===== src/rtl/centered_running_average_defines.svh =====
// assertion macros for the centered running average block
// used by the top level; expects clk and arst_n in scope
`ifndef CENTERED_RUNNING_AVERAGE_DEFINES_SVH
`define CENTERED_RUNNING_AVERAGE_DEFINES_SVH

// consequent checked in the same cycle
`define CRA_ASSERT_SAME(lbl, ante, cons, msg) \
	lbl: assert property (@(posedge clk) disable iff (!arst_n) (ante) |-> (cons)) \
		else $error(msg);

// consequent checked in the next cycle
`define CRA_ASSERT_NEXT(lbl, ante, cons, msg) \
	lbl: assert property (@(posedge clk) disable iff (!arst_n) (ante) |=> (cons)) \
		else $error(msg);

`endif


===== src/rtl/cra_pkg.sv =====
// shared constants and types for the centered running average block
// no dependencies
`default_nettype none

package cra_pkg;

	// window store and register widths
	localparam int MAX_WINDOW = 64;
	localparam int WIN_AW     = $clog2(MAX_WINDOW);
	localparam int WIN_W      = 7;
	localparam int LEN_W      = 17;
	localparam int MAX_SERIES = 65536;
	localparam int INDEX_W    = 16;

	// configuration register indexes
	localparam logic [0:0] REG_WINDOW = 1'b0;
	localparam logic [0:0] REG_SERIES = 1'b1;

	typedef logic [LEN_W-1:0] len_t;

endpackage

`default_nettype wire


===== src/rtl/cra_ram.sv =====
// generic single-port-write, single-port-read ram with registered read
// no dependencies
`default_nettype none

module cra_ram #(
	parameter int WIDTH = 16,
	parameter int DEPTH = 64
) (
	input  wire logic                     clk,
	input  wire logic                     we,
	input  wire logic [$clog2(DEPTH)-1:0] waddr,
	input  wire logic [WIDTH-1:0]         wdata,
	input  wire logic [$clog2(DEPTH)-1:0] raddr,
	output logic      [WIDTH-1:0]         rdata
);

	logic [WIDTH-1:0] mem [DEPTH];

	// write port and registered read port
	always_ff @(posedge clk) begin
		if (we) begin
			mem[waddr] <= wdata;
		end
		rdata <= mem[raddr];
	end

endmodule

`default_nettype wire


===== src/rtl/cra_div.sv =====
// rounded signed mean: (|sum| + n/2) / n, one quotient bit per cycle
// depends on cra_pkg
`default_nettype none

module cra_div #(
	parameter int SAMPLE_BITS = 16
) (
	input  wire logic                                         clk,
	input  wire logic                                         arst_n,
	input  wire logic                                         start,
	input  wire logic signed [SAMPLE_BITS+cra_pkg::LEN_W-1:0] dividend,
	input  wire cra_pkg::len_t                                divisor,
	output logic                                              busy,
	output logic                                              done,
	output logic signed [SAMPLE_BITS-1:0]                     quotient
);

	localparam int SUM_W = SAMPLE_BITS + cra_pkg::LEN_W;
	localparam int CNT_W = $clog2(SAMPLE_BITS);

	logic             busy_q;
	logic             done_q;
	logic [CNT_W-1:0] cnt_q;
	logic [SUM_W-1:0] rem_q;
	logic [SUM_W-1:0] dsh_q;
	logic [SAMPLE_BITS-1:0] q_q;
	logic             neg_q;

	logic             neg_in;
	logic [SUM_W-1:0] mag;
	logic [SUM_W-1:0] rem_init;
	logic [SUM_W-1:0] dsh_init;
	logic             ge;

	// operand setup: magnitude plus half the divisor for round to nearest
	assign neg_in   = dividend[SUM_W-1];
	assign mag      = neg_in ? (~dividend + SUM_W'(1)) : dividend;
	assign rem_init = mag + SUM_W'(divisor >> 1);
	assign dsh_init = SUM_W'(divisor) << (SAMPLE_BITS - 1);
	assign ge       = (rem_q >= dsh_q);

	// iteration control
	always_ff @(posedge clk or negedge arst_n) begin
		if (!arst_n) begin
			busy_q <= 1'b0;
			done_q <= 1'b0;
			cnt_q  <= '0;
		end else begin
			done_q <= 1'b0;
			if (start) begin
				busy_q <= 1'b1;
				cnt_q  <= CNT_W'(SAMPLE_BITS - 1);
			end else if (busy_q) begin
				if (cnt_q == '0) begin
					busy_q <= 1'b0;
					done_q <= 1'b1;
				end else begin
					cnt_q <= cnt_q - CNT_W'(1);
				end
			end
		end
	end

	// restoring division, quotient known to fit in sample width
	always_ff @(posedge clk) begin
		if (start) begin
			rem_q <= rem_init;
			dsh_q <= dsh_init;
			q_q   <= '0;
			neg_q <= neg_in;
		end else if (busy_q) begin
			if (ge) begin
				rem_q <= rem_q - dsh_q;
			end
			q_q   <= {q_q[SAMPLE_BITS-2:0], ge};
			dsh_q <= dsh_q >> 1;
		end
	end

	assign busy     = busy_q;
	assign done     = done_q;
	assign quotient = neg_q ? (~q_q + SAMPLE_BITS'(1)) : q_q;

endmodule

`default_nettype wire


===== src/rtl/centered_running_average.sv =====
// channel  | signals                                      | direction
// ---------+----------------------------------------------+----------
// in       | in_valid, in_stall, sample                   | sink
// out      | out_valid, out_stall, mean_value, out_index, | source
//          | run_last, series_done                        |
// cfg      | cfg_write, cfg_index, cfg_data               | sink
//
// a sample that gives no result passes through accept and update; one that gives a result
// passes through accept, update, the divider and the push. each flush result passes through
// window read, a subtract when a sample leaves the window, the divider and the push;
// the last sample of a series gives up to window/2 + 1 results.
// reset clears counters, sum and handshake state; the window ram needs no clearing pass.
// a stalled output holds its item; the next result waits in push with the input stalled.
// depends on cra_pkg, cra_ram, cra_div, centered_running_average_defines.svh
`default_nettype none

`include "centered_running_average_defines.svh"

module centered_running_average #(
	parameter int SAMPLE_BITS = 16
) (
	input  wire logic                              clk,
	input  wire logic                              arst_n,
	input  wire logic                              cfg_write,
	input  wire logic [0:0]                        cfg_index,
	input  wire logic [cra_pkg::LEN_W-1:0]         cfg_data,
	input  wire logic                              in_valid,
	output logic                                   in_stall,
	input  wire logic signed [SAMPLE_BITS-1:0]     sample,
	output logic                                   out_valid,
	input  wire logic                              out_stall,
	output logic signed [SAMPLE_BITS-1:0]          mean_value,
	output logic [cra_pkg::INDEX_W-1:0]            out_index,
	output logic                                   run_last,
	output logic                                   series_done
);

	localparam int SUM_W = SAMPLE_BITS + cra_pkg::LEN_W;
	localparam int LEN_W = cra_pkg::LEN_W;
	localparam int WIN_W = cra_pkg::WIN_W;
	localparam int AW    = cra_pkg::WIN_AW;

	localparam logic [2:0] ST_IDLE = 3'd0;
	localparam logic [2:0] ST_UPD  = 3'd1;
	localparam logic [2:0] ST_DIV  = 3'd2;
	localparam logic [2:0] ST_PUSH = 3'd3;
	localparam logic [2:0] ST_FLU  = 3'd4;
	localparam logic [2:0] ST_FSUB = 3'd5;

	logic [2:0]                state_q;
	logic [WIN_W-1:0]          w_q;
	cra_pkg::len_t             len_q;
	cra_pkg::len_t             taken_q;
	cra_pkg::len_t             given_q;
	cra_pkg::len_t             start_q;
	logic signed [SUM_W-1:0]   sum_q;
	logic signed [SAMPLE_BITS-1:0] x_q;
	logic                      last_q;
	logic [cra_pkg::INDEX_W-1:0] pidx_q;
	logic                      pdone_q;
	logic                      prl_q;
	logic                      out_valid_q;
	logic signed [SAMPLE_BITS-1:0] mean_q;
	logic [cra_pkg::INDEX_W-1:0] oidx_q;
	logic                      rl_q;
	logic                      sdone_q;

	logic                      in_acc;
	logic                      out_free;
	logic                      out_load;
	logic                      wmode;
	cra_pkg::len_t             w_l;
	cra_pkg::len_t             h_l;
	logic                      need_sub;
	logic                      last;
	logic                      emit;
	cra_pkg::len_t             taken_p1;
	cra_pkg::len_t             given_p1;
	cra_pkg::len_t             start_p1;
	cra_pkg::len_t             cnt_w;
	cra_pkg::len_t             start_init;
	cra_pkg::len_t             back_addr;
	logic [LEN_W:0]            ns_base;
	logic [LEN_W:0]            ns;
	logic                      flu_sub;
	logic signed [SUM_W-1:0]   ext_x;
	logic signed [SUM_W-1:0]   ext_rd;
	logic signed [SUM_W-1:0]   sum_upd;
	logic signed [SUM_W-1:0]   sum_fsub;
	logic [WIN_W-1:0]          wv;
	logic [WIN_W-1:0]          w_eff;
	cra_pkg::len_t             len_eff;

	logic                      ram_we;
	logic [AW-1:0]             ram_raddr;
	logic [SAMPLE_BITS-1:0]    ram_rdata;

	logic                      div_start;
	logic signed [SUM_W-1:0]   div_dividend;
	cra_pkg::len_t             div_divisor;
	logic                      div_busy;
	logic                      div_done;
	logic signed [SAMPLE_BITS-1:0] div_quot;

	// handshakes
	assign in_stall = (state_q != ST_IDLE);
	assign in_acc   = in_valid && !in_stall;
	assign out_free = !out_valid_q || !out_stall;
	assign out_load = (state_q == ST_PUSH) && out_free;

	// configuration clipping
	assign wv    = cfg_data[WIN_W-1:0];
	assign w_eff = (wv == '0) ? WIN_W'(1) :
		((wv > WIN_W'(cra_pkg::MAX_WINDOW)) ? WIN_W'(cra_pkg::MAX_WINDOW) : wv);
	assign len_eff = (cfg_data == '0) ? LEN_W'(1) :
		((cfg_data > LEN_W'(cra_pkg::MAX_SERIES)) ? LEN_W'(cra_pkg::MAX_SERIES) : cfg_data);

	// window arithmetic
	assign w_l        = LEN_W'(w_q);
	assign h_l        = LEN_W'(w_q >> 1);
	assign wmode      = (w_l < len_q);
	assign need_sub   = wmode && (taken_q >= w_l);
	assign last       = (taken_q == len_q - LEN_W'(1));
	assign emit       = (taken_q >= h_l);
	assign taken_p1   = taken_q + LEN_W'(1);
	assign given_p1   = given_q + LEN_W'(1);
	assign start_p1   = start_q + LEN_W'(1);
	assign cnt_w      = (taken_p1 < w_l) ? taken_p1 : w_l;
	assign start_init = (taken_p1 >= w_l) ? (taken_p1 - w_l) : '0;
	assign back_addr  = taken_q - w_l;

	// flush: oldest sample still inside the window of the next output
	assign ns_base = {1'b0, given_q} + {1'b0, h_l} + (LEN_W+1)'(1);
	assign ns      = (ns_base >= {1'b0, w_l}) ? (ns_base - {1'b0, w_l}) : '0;
	assign flu_sub = ({1'b0, start_q} < ns);

	// running sum updates
	assign ext_x    = {{(SUM_W-SAMPLE_BITS){x_q[SAMPLE_BITS-1]}}, x_q};
	assign ext_rd   = {{(SUM_W-SAMPLE_BITS){ram_rdata[SAMPLE_BITS-1]}}, ram_rdata};
	assign sum_upd  = sum_q - (need_sub ? ext_rd : '0) + ext_x;
	assign sum_fsub = sum_q - ext_rd;

	// ram write enable, read address and divider launch per state
	always_comb begin
		div_start    = 1'b0;
		div_dividend = sum_q;
		div_divisor  = len_q;
		ram_we       = 1'b0;
		ram_raddr    = back_addr[AW-1:0];
		unique case (state_q)
			ST_IDLE: begin
				ram_raddr = back_addr[AW-1:0];
			end
			ST_UPD: begin
				ram_we = wmode;
				if (!wmode) begin
					div_start    = last;
					div_dividend = sum_upd;
					div_divisor  = len_q;
				end else begin
					div_start    = emit;
					div_dividend = sum_upd;
					div_divisor  = cnt_w;
				end
			end
			ST_FLU: begin
				ram_raddr = start_q[AW-1:0];
				if (!flu_sub) begin
					div_start    = 1'b1;
					div_dividend = sum_q;
					div_divisor  = len_q - start_q;
				end
			end
			ST_FSUB: begin
				div_start    = 1'b1;
				div_dividend = sum_fsub;
				div_divisor  = len_q - start_p1;
			end
			default: begin
			end
		endcase
	end

	// control state, counters and running sum
	always_ff @(posedge clk or negedge arst_n) begin
		if (!arst_n) begin
			state_q     <= ST_IDLE;
			w_q         <= WIN_W'(1);
			len_q       <= LEN_W'(1);
			taken_q     <= '0;
			given_q     <= '0;
			sum_q       <= '0;
			out_valid_q <= 1'b0;
		end else begin
			unique case (state_q)
				ST_IDLE: begin
					if (in_acc) begin
						state_q <= ST_UPD;
					end
				end
				ST_UPD: begin
					sum_q <= sum_upd;
					if (!wmode) begin
						if (last) begin
							state_q <= ST_DIV;
						end else begin
							taken_q <= taken_p1;
							state_q <= ST_IDLE;
						end
					end else if (emit) begin
						given_q <= given_p1;
						state_q <= ST_DIV;
					end else begin
						taken_q <= taken_p1;
						state_q <= ST_IDLE;
					end
				end
				ST_DIV: begin
					if (div_done) begin
						state_q <= ST_PUSH;
					end
				end
				ST_PUSH: begin
					if (out_free) begin
						if (prl_q) begin
							if (last_q) begin
								taken_q <= '0;
								given_q <= '0;
								sum_q   <= '0;
							end else begin
								taken_q <= taken_p1;
							end
							state_q <= ST_IDLE;
						end else begin
							state_q <= ST_FLU;
						end
					end
				end
				ST_FLU: begin
					if (flu_sub) begin
						state_q <= ST_FSUB;
					end else begin
						given_q <= given_p1;
						state_q <= ST_DIV;
					end
				end
				ST_FSUB: begin
					sum_q   <= sum_fsub;
					given_q <= given_p1;
					state_q <= ST_DIV;
				end
				default: begin
					state_q <= ST_IDLE;
				end
			endcase

			// register write abandons the series in progress
			if (cfg_write) begin
				unique case (cfg_index)
					cra_pkg::REG_WINDOW: w_q   <= w_eff;
					cra_pkg::REG_SERIES: len_q <= len_eff;
				endcase
				taken_q <= '0;
				given_q <= '0;
				sum_q   <= '0;
			end

			// output register valid
			if (out_load) begin
				out_valid_q <= 1'b1;
			end else if (!out_stall) begin
				out_valid_q <= 1'b0;
			end
		end
	end

	// item data, flush position, pending result tags and output data
	always_ff @(posedge clk) begin
		if (in_acc) begin
			x_q <= sample;
		end
		unique case (state_q)
			ST_UPD: begin
				last_q  <= last;
				start_q <= start_init;
				if (!wmode) begin
					pidx_q  <= '0;
					pdone_q <= 1'b1;
					prl_q   <= 1'b1;
				end else begin
					pidx_q  <= given_q[cra_pkg::INDEX_W-1:0];
					pdone_q <= (given_q == len_q - LEN_W'(1));
					prl_q   <= !last || (given_p1 == len_q);
				end
			end
			ST_FLU, ST_FSUB: begin
				if (state_q == ST_FSUB) begin
					start_q <= start_p1;
				end
				pidx_q  <= given_q[cra_pkg::INDEX_W-1:0];
				pdone_q <= (given_q == len_q - LEN_W'(1));
				prl_q   <= (given_q == len_q - LEN_W'(1));
			end
			default: begin
			end
		endcase
		if (out_load) begin
			mean_q  <= div_quot;
			oidx_q  <= pidx_q;
			rl_q    <= prl_q;
			sdone_q <= pdone_q;
		end
	end

	// sample window store, written during update only, read address given the cycle before use
	cra_ram #(
		.WIDTH (SAMPLE_BITS),
		.DEPTH (cra_pkg::MAX_WINDOW)
	) u_window (
		.clk   (clk),
		.we    (ram_we),
		.waddr (taken_q[AW-1:0]),
		.wdata (x_q),
		.raddr (ram_raddr),
		.rdata (ram_rdata)
	);

	// shared divider for all window means
	cra_div #(
		.SAMPLE_BITS (SAMPLE_BITS)
	) u_div (
		.clk      (clk),
		.arst_n   (arst_n),
		.start    (div_start),
		.dividend (div_dividend),
		.divisor  (div_divisor),
		.busy     (div_busy),
		.done     (div_done),
		.quotient (div_quot)
	);

	assign out_valid   = out_valid_q;
	assign mean_value  = mean_q;
	assign out_index   = oidx_q;
	assign run_last    = rl_q;
	assign series_done = sdone_q;

	// checks on control sequencing
	`CRA_ASSERT_NEXT(a_accept_goes_busy, in_valid && !in_stall, state_q == ST_UPD, "accepted item did not enter update")
	`CRA_ASSERT_SAME(a_div_not_overrun, div_start, !div_busy, "divider restarted while busy")
	`CRA_ASSERT_SAME(a_div_done_waited, div_done, state_q == ST_DIV, "divider finished outside wait state")
	`CRA_ASSERT_SAME(a_taken_in_range, state_q == ST_IDLE, taken_q < len_q, "sample count beyond series length")

endmodule

`default_nettype wire

===== config.mk =====
export PLATFORM = sky130hd
export DESIGN_NAME = centered_running_average
export DESIGN_NICKNAME = d
export VERILOG_FILES = /design/src/rtl/cra_pkg.sv /design/src/rtl/cra_ram.sv /design/src/rtl/cra_div.sv /design/src/rtl/centered_running_average.sv
export VERILOG_INCLUDE_DIRS = /design/src /design/src/rtl
export SDC_FILE = /design/constraint.sdc
export NUM_CORES = 2
export LEC_CHECK = 0
export BUFFER_PORTS_ARGS = -buffer_cell sky130_fd_sc_hd__clkbuf_2
export CAP_MARGIN = 0
export CORE_MARGIN = 4
export CORE_UTILIZATION = 58
export CTS_CLUSTER_DIAMETER = 40
export DETAILED_ROUTE_END_ITERATION = 8
export PLACE_DENSITY = 0.84
export SYNTH_ARGS = -nofsm -noshare
export SYNTH_HDL_FRONTEND = slang
export SYNTH_SLANG_ARGS = --single-unit

===== constraint.sdc =====
create_clock -name clk -period 12.2 [get_ports clk]
set_input_delay 0.61 -clock clk [delete_from_list [all_inputs] [get_ports clk]]
set_output_delay 0.61 -clock clk [all_outputs]
set_load 0.02 [all_outputs]

* Word level (Yosys, flattened, before mapping)
Memories as Yosys holds them, arrays and structs flattened. A register that Yosys moved wholly into a read port is not among the register bits. Cells that the tools add are included.
Operators by class: add/subtract/negate cells 19, $lt $le $gt $ge 10, equal/unequal tests 22, mux-type cells 75, bitwise gates (word level) 3, reduce and logical (&&, ||, !) cells 30
Operator list (number):
- 17-bit 2-to-1 mux | 21
- 33-bit 2-to-1 mux | 9
- 33-bit one-hot mux with 3 select lines | 1
- 17-bit one-hot mux with 2 select lines | 2
- 17-bit one-hot mux with 4 select lines | 1
- 33-bit one-hot mux with 2 select lines | 1
- 32-bit 2-to-1 mux | 2
- 17-bit by 1-bit adder with 17-bit output, second input constant | 3
- 17-bit equality test | 3
- 17-bit one-hot mux with 3 select lines | 1
- 17-bit by 7-bit >= comparator with 1-bit output | 2
- 17-bit subtractor | 2
- 33-bit by 16-bit adder with 33-bit output | 1
- 33-bit by 2-bit adder with 33-bit output, second input constant | 1
- 33-bit adder | 1
- 33-bit by 32-bit >= comparator with 1-bit output | 1
- 33-bit inverter | 1
- 33-bit by 16-bit subtractor with 33-bit output | 1
- 33-bit by 32-bit subtractor with 33-bit output | 1
- 33-bit subtractor | 1
- 16-bit 2-to-1 mux | 2
- 16-bit one-hot mux with 2 select lines | 1
- 17-bit by 6-bit adder with 18-bit output | 1
- 18-bit by 1-bit adder with 18-bit output, second input constant | 1
- 49 further kinds | 98
Word-level totals: bits in registers 269, bits in writable memories 1024, bits of input ports 39, output and inout port bits 36, logic and storage cells 185, memories 1
Memory list:
- u_window.mem | words 64, bits a word 16, rd ports 1, clocked after Yosys merged registers in 1, wr ports 1, RTL line cra_ram.sv:17 | logic [WIDTH-1:0] mem [DEPTH];

* Longest topological paths before layout
depth in word-level cells 11, mapped depth 49, depth with buffers taken out 46

* Hierarchy
From an unflattened synthesis, not the netlist that was laid out.
Unflattened totals: cell total of the unflattened synthesis 4972, area, all modules 66262.3 µm²
By module, submodules not included:
- cra_ram | instances 1, cells an instance 1829, area an instance 40042.2 µm²
- centered_running_average | instances 1, cells an instance 2218, area an instance 18455.2 µm²
- cra_div | instances 1, cells an instance 925, area an instance 7764.9 µm²

* Worst setup path after synthesis
OpenSTA, ideal clock, no wires.
path kind register to register, from register w_q[1], to register u_div.rem_q[28] (data pin), setup time 0.266 ns, arrival 8.822 ns, path slack 3.112 ns, cell stages (with the launch flop) 47, path buffers 5, path through dfrtp_1 > inv_1 > ha_1 > inv_1 > fa_1 > a21o_1 > a21oi_2 > o21ai_2 > and3_1 > buf_2 > or2_1 > a2111oi_2 > o211ai_1 > or4_1 > buf_2 > clkbuf_1 > nand2_1 > ha_1 > [... 11 more ...] > nand2_1 > o21ai_0 > o221ai_1 > a21boi_0 > fa_1 > a21o_1 > a21oi_1 > o21bai_1 > a21oi_1 > o21bai_1 > a21oi_1 > a21o_1 > a211oi_1 > nor2_1 > a2111oi_2 > nand3_1 > xor2_1 > o21ai_1
Between the ends: cells in the longest elaborated chain, start to end 11, elaborated cells on any way between the ends 27, classes of those cells add/sub (7); order compare (6); mux (12); bitwise (1); reduce/logical (1)
Ends and longest elaborated chain:
- from (decl) | RTL line centered_running_average.sv:51 | logic [WIN_W-1:0] w_q;
- from (signal assigned) | RTL line centered_running_average.sv:260 | cra_pkg::REG_WINDOW: w_q <= w_eff;
- 7-bit by 17-bit < comparator with 1-bit output or 17-bit by 7-bit >= comparator with 1-bit output (tied branches) | RTL line centered_running_average.sv:121, centered_running_average.sv:122
- 1-bit logical AND | RTL line centered_running_average.sv:122 | assign need_sub = wmode && (taken_q >= w_l);
- 33-bit 2-to-1 mux | RTL line centered_running_average.sv:140 | assign sum_upd = sum_q - (need_sub ? ext_rd : '0) + ext_x;
- 33-bit subtractor | RTL line centered_running_average.sv:140
- 33-bit adder | RTL line centered_running_average.sv:140
- 33-bit one-hot mux with 2 select lines | RTL line centered_running_average.sv:150 | unique case (state_q)
- 33-bit inverter | RTL line cra_div.sv:37 | assign mag = neg_in ? (~dividend + SUM_W'(1)) : dividend;
- 33-bit by 2-bit adder with 33-bit output | RTL line cra_div.sv:37
- 33-bit 2-to-1 mux | RTL line cra_div.sv:37
- 33-bit by 16-bit adder with 33-bit output | RTL line cra_div.sv:38 | assign rem_init = mag + SUM_W'(divisor >> 1);
- 33-bit 2-to-1 mux (*) | RTL line cra_div.sv:66 | if (start) begin
- to (signal assigned) | RTL line cra_div.sv:67 | rem_q <= rem_init;
- to (signal assigned) | RTL line cra_div.sv:73 | rem_q <= rem_q - dsh_q;
- to (decl) | RTL line cra_div.sv:24 | logic [SUM_W-1:0] rem_q;
Mark *: on every way between the ends. The rest lies on a longest branch, timed or not. A chain may end at the register's enable or synchronous reset.

* Worst setup path in the final report
Same ends and word-level chain as after synthesis.

==> metrics.txt <==
Post-synth EDFFs 1161; Setup violations, final 0; Cell Area, Placed 0.0691 sq mm; max incr delay on CP 0.88 ns; Clock Pin Slew Worst Setup and Hold Paths 0.06 ns; CTS tree built; final hold vios 0; Detailed Place HPWL 115 mm; final setup TNS 0 ns; Worst Tran Pin Value 1.17 ns; Switching Share 0.363; input/output buffers 74; Clock Sinks 1309; Yosys reg bits 1309; Leak 27.0 nW; sequential cell area fraction in the yosys report 0.574; PwrDens 207 mW/mm^2; Flop pwr share 0.323; Avg Cell Area, Syn 13.2 sq um; core area 0.114 sq mm; CP Class register to register; first-pass GRT wire length 283 mm; post-cts hold buffer count 17; Max Cap Violations 0; initial core utilization 0.584; die area 0.121 sq mm; Post-CTS Setup Bufs 0; fin crit period 10.67 ns; clk_lat worst skew 0.83 ns; DRT Wirelength 188 mm; clock buffer depth 3; row cnt 124; status finished, final reports clean; Final WS setup 1.53 ns; CP Capture Type register; RSZ-0062 raised after global routing no; commonest non-fill, non-tap cell in the layout edfxtp_1; pin count of the biggest net entering global routing 144; area of the mapped netlist 0.0668 sq mm; Internal 0.00986 W; DRT iter0 DRCs 6135; Antenna diodes 0; root buffer cell clkbuf_16; GRT Total Usage 0.308; Worst IR Drop VDD 243 uV; vias per inst 6.67; Final ANT Viol Nets 0; total gr overflow 0; Worst EP required 12.73 ns; antenna violations before repair 2; CTS Buf Count 162; cell area after layout 0.0749 sq mm; Hold Path Class primary input to register; DR WL/cell 27.4 um; final worst path period share 0.875; vias in the first global route 44.9k; Comb power frac 0.360; Clock Power Share 0.317; Die Ht 347 um; final core utilization 0.655; via count 45.6k; Residual DRC 0; crit path DAT 11.21 ns; crit path max fanout 21; Top Ports 75; Async SR Flop Fraction 0.0772; Layout Skew 0.0730 ns; final net count 5482; Syn-to-layout area delta 12.1%; pre-CTS setup slack 1.79 ns; post-synthesis cell count 5080; Max stage delay cell, worst path or4_1; total power 0.0155 W; share of cells above drive strength 1 0.155; Post-Syn Nets 5367; Max Freq 0.0937 GHz; dominant synthesized flop cell edfxtp_1; distinct cell type count after synthesis 115; H-tree levels 4; net switching power figure 0.00563 W; synthesis warning total 0; commonest non-fill, non-tap cells in the layout edfxtp_1, nor2_1, nand2_1; crit path launch type register; chip width 347 um; Pre-antenna DRT Iters 6; Max Slew Vio Count 0; post-CTS sizing 0; CP dominant cell by count a21o_1; RD Place Congestion 0.922; Max transition margin 0.219
==> per-layer routing <==
layer,global-route usage,share of wire,vias up
met2,0.502,0.48,2933
met5,0,0.00018,-
li1,-,-,19668
met1,0.404,0.37,22448
met4,0.145,0.055,4
met3,0.0593,0.097,585
==> power groups by stage <==
stage	clock [W]	combinational, W	sequential [W]
after floorplan	0	0.00399	0.00504
after global placement	0	0.00520	0.00509
after detailed placement	0	0.00531	0.00509
after CTS	0.00495	0.00544	0.00500
after global routing	0.00516	0.00599	0.00501
final	0.00491	0.00557	0.00501
==> layout make-up <==
class	instances	area [sq um]
Fill cell	7702	39500
Multi-Input combinational cell	3230	26500
Timing Repair Buffer	217	1550
Inverter	275	1030
Clock inverter	99	1200
Tap cell	1512	1890
Sequential cell	1309	38300
Clock buffer	200	4390
==> synthesized netlist by cell type, drive strengths merged (10+ instances only) <==
cell	count	area (sq um)
clkbuf	181	681
nor4	24	186
or4	12	93.8
nor2b	115	719
xnor2	200	1750
nand3b	11	82.6
and3	45	282
nor2	343	1290
fa	41	821
a2111oi	12	200
edfxtp	1161	34900
nand2	300	1130
o21ai	231	1170
mux2i	114	1140
o21a	26	195
nor3	79	428
o31ai	42	325
buf	85	380
a22o	31	272
or3	31	194
dfxtp	47	941
nand3	78	395
o22ai	26	163
a211oi	145	1100
inv	275	1030
and2	21	131
a21oi	299	1520
nand4	47	300
xor2	91	797
ha	207	2590
dfrtp	99	2480
or2	11	68.8
a31o	10	87.6
a31oi	30	188
nand2b	37	231
a21o	75	563
o31a	10	87.6
mux4	256	5770
a221oi	24	223
a21boi	18	143
and4	15	131
o211ai	27	213
mux2	14	158
o21bai	16	120
==> worst paths after layout <==
path / cells after the start / endpoint / slack (ns) / startpoint
min in group asynchronous: 2 / u_div.busy$_DFF_PN0_ / 0.40 / arst_n
max in group asynchronous: 3 / sum_q[4]$_DFFE_PN0P_ / 10.43 / arst_n
setup reg to reg: 43 / u_div.rem_q[28]$_DFFE_PP_ / 1.53 / w_q[1]$_DFFE_PN0P_
hold reg to reg: 0 / out_index[1]$_DFFE_PP_ / 0.42 / pidx_q[1]$_DFFE_PN_
setup / recovery: 43 / u_div.rem_q[28]$_DFFE_PP_ / 1.53 / w_q[1]$_DFFE_PN0P_
hold / removal: 2 / len_q[7]$_DFFE_PN0P_ / 0.05 / cfg_data[7]
==> sequential cells by signal, summed over array words and instances (netlist names), 17 cells and up <==
register	cells
len_q	17
taken_q	17
u_window.mem	1024
start_q	17
u_div.rem_q	33
u_div.dsh_q	32
given_q	17
sum_q	33
==> per-stage QoR <==
| step | hold WS (ns) | std cells |
|---|---|---|
| final | 0.0534 | 6842 |
| after global routing | 0.0410 | 6842 |
| after CTS | 0.0156 | 6842 |
| after detailed placement | 0.405 | 6526 |
| after global placement | 0.402 | 6526 |
| after floorplan | 0.314 | 5080 |
==> logic make-up after synthesis <==
group,after synthesis,synth area share
mux,384,0.106
fa+ha+maj,250,0.0513
xor+xnor,291,0.0381
simple gates,1187,0.0875
buf+inv,541,0.0313
compound gates,1118,0.112
flops,1309,0.574
==> worst max-delay path, delay by kind of cell (launching register included) <==
kind,cells,cell delay [ns]
AND/OR/NAND/NOR,9,2.91
AO/OA/AOI/OAI,25,4.86
XOR/XNOR,2,0.37
buffers and inverters,2,0.33
adder cells (fa/ha/maj),5,1.45
flip-flops,1,0.46
Power figures use the tool's default switching activity.
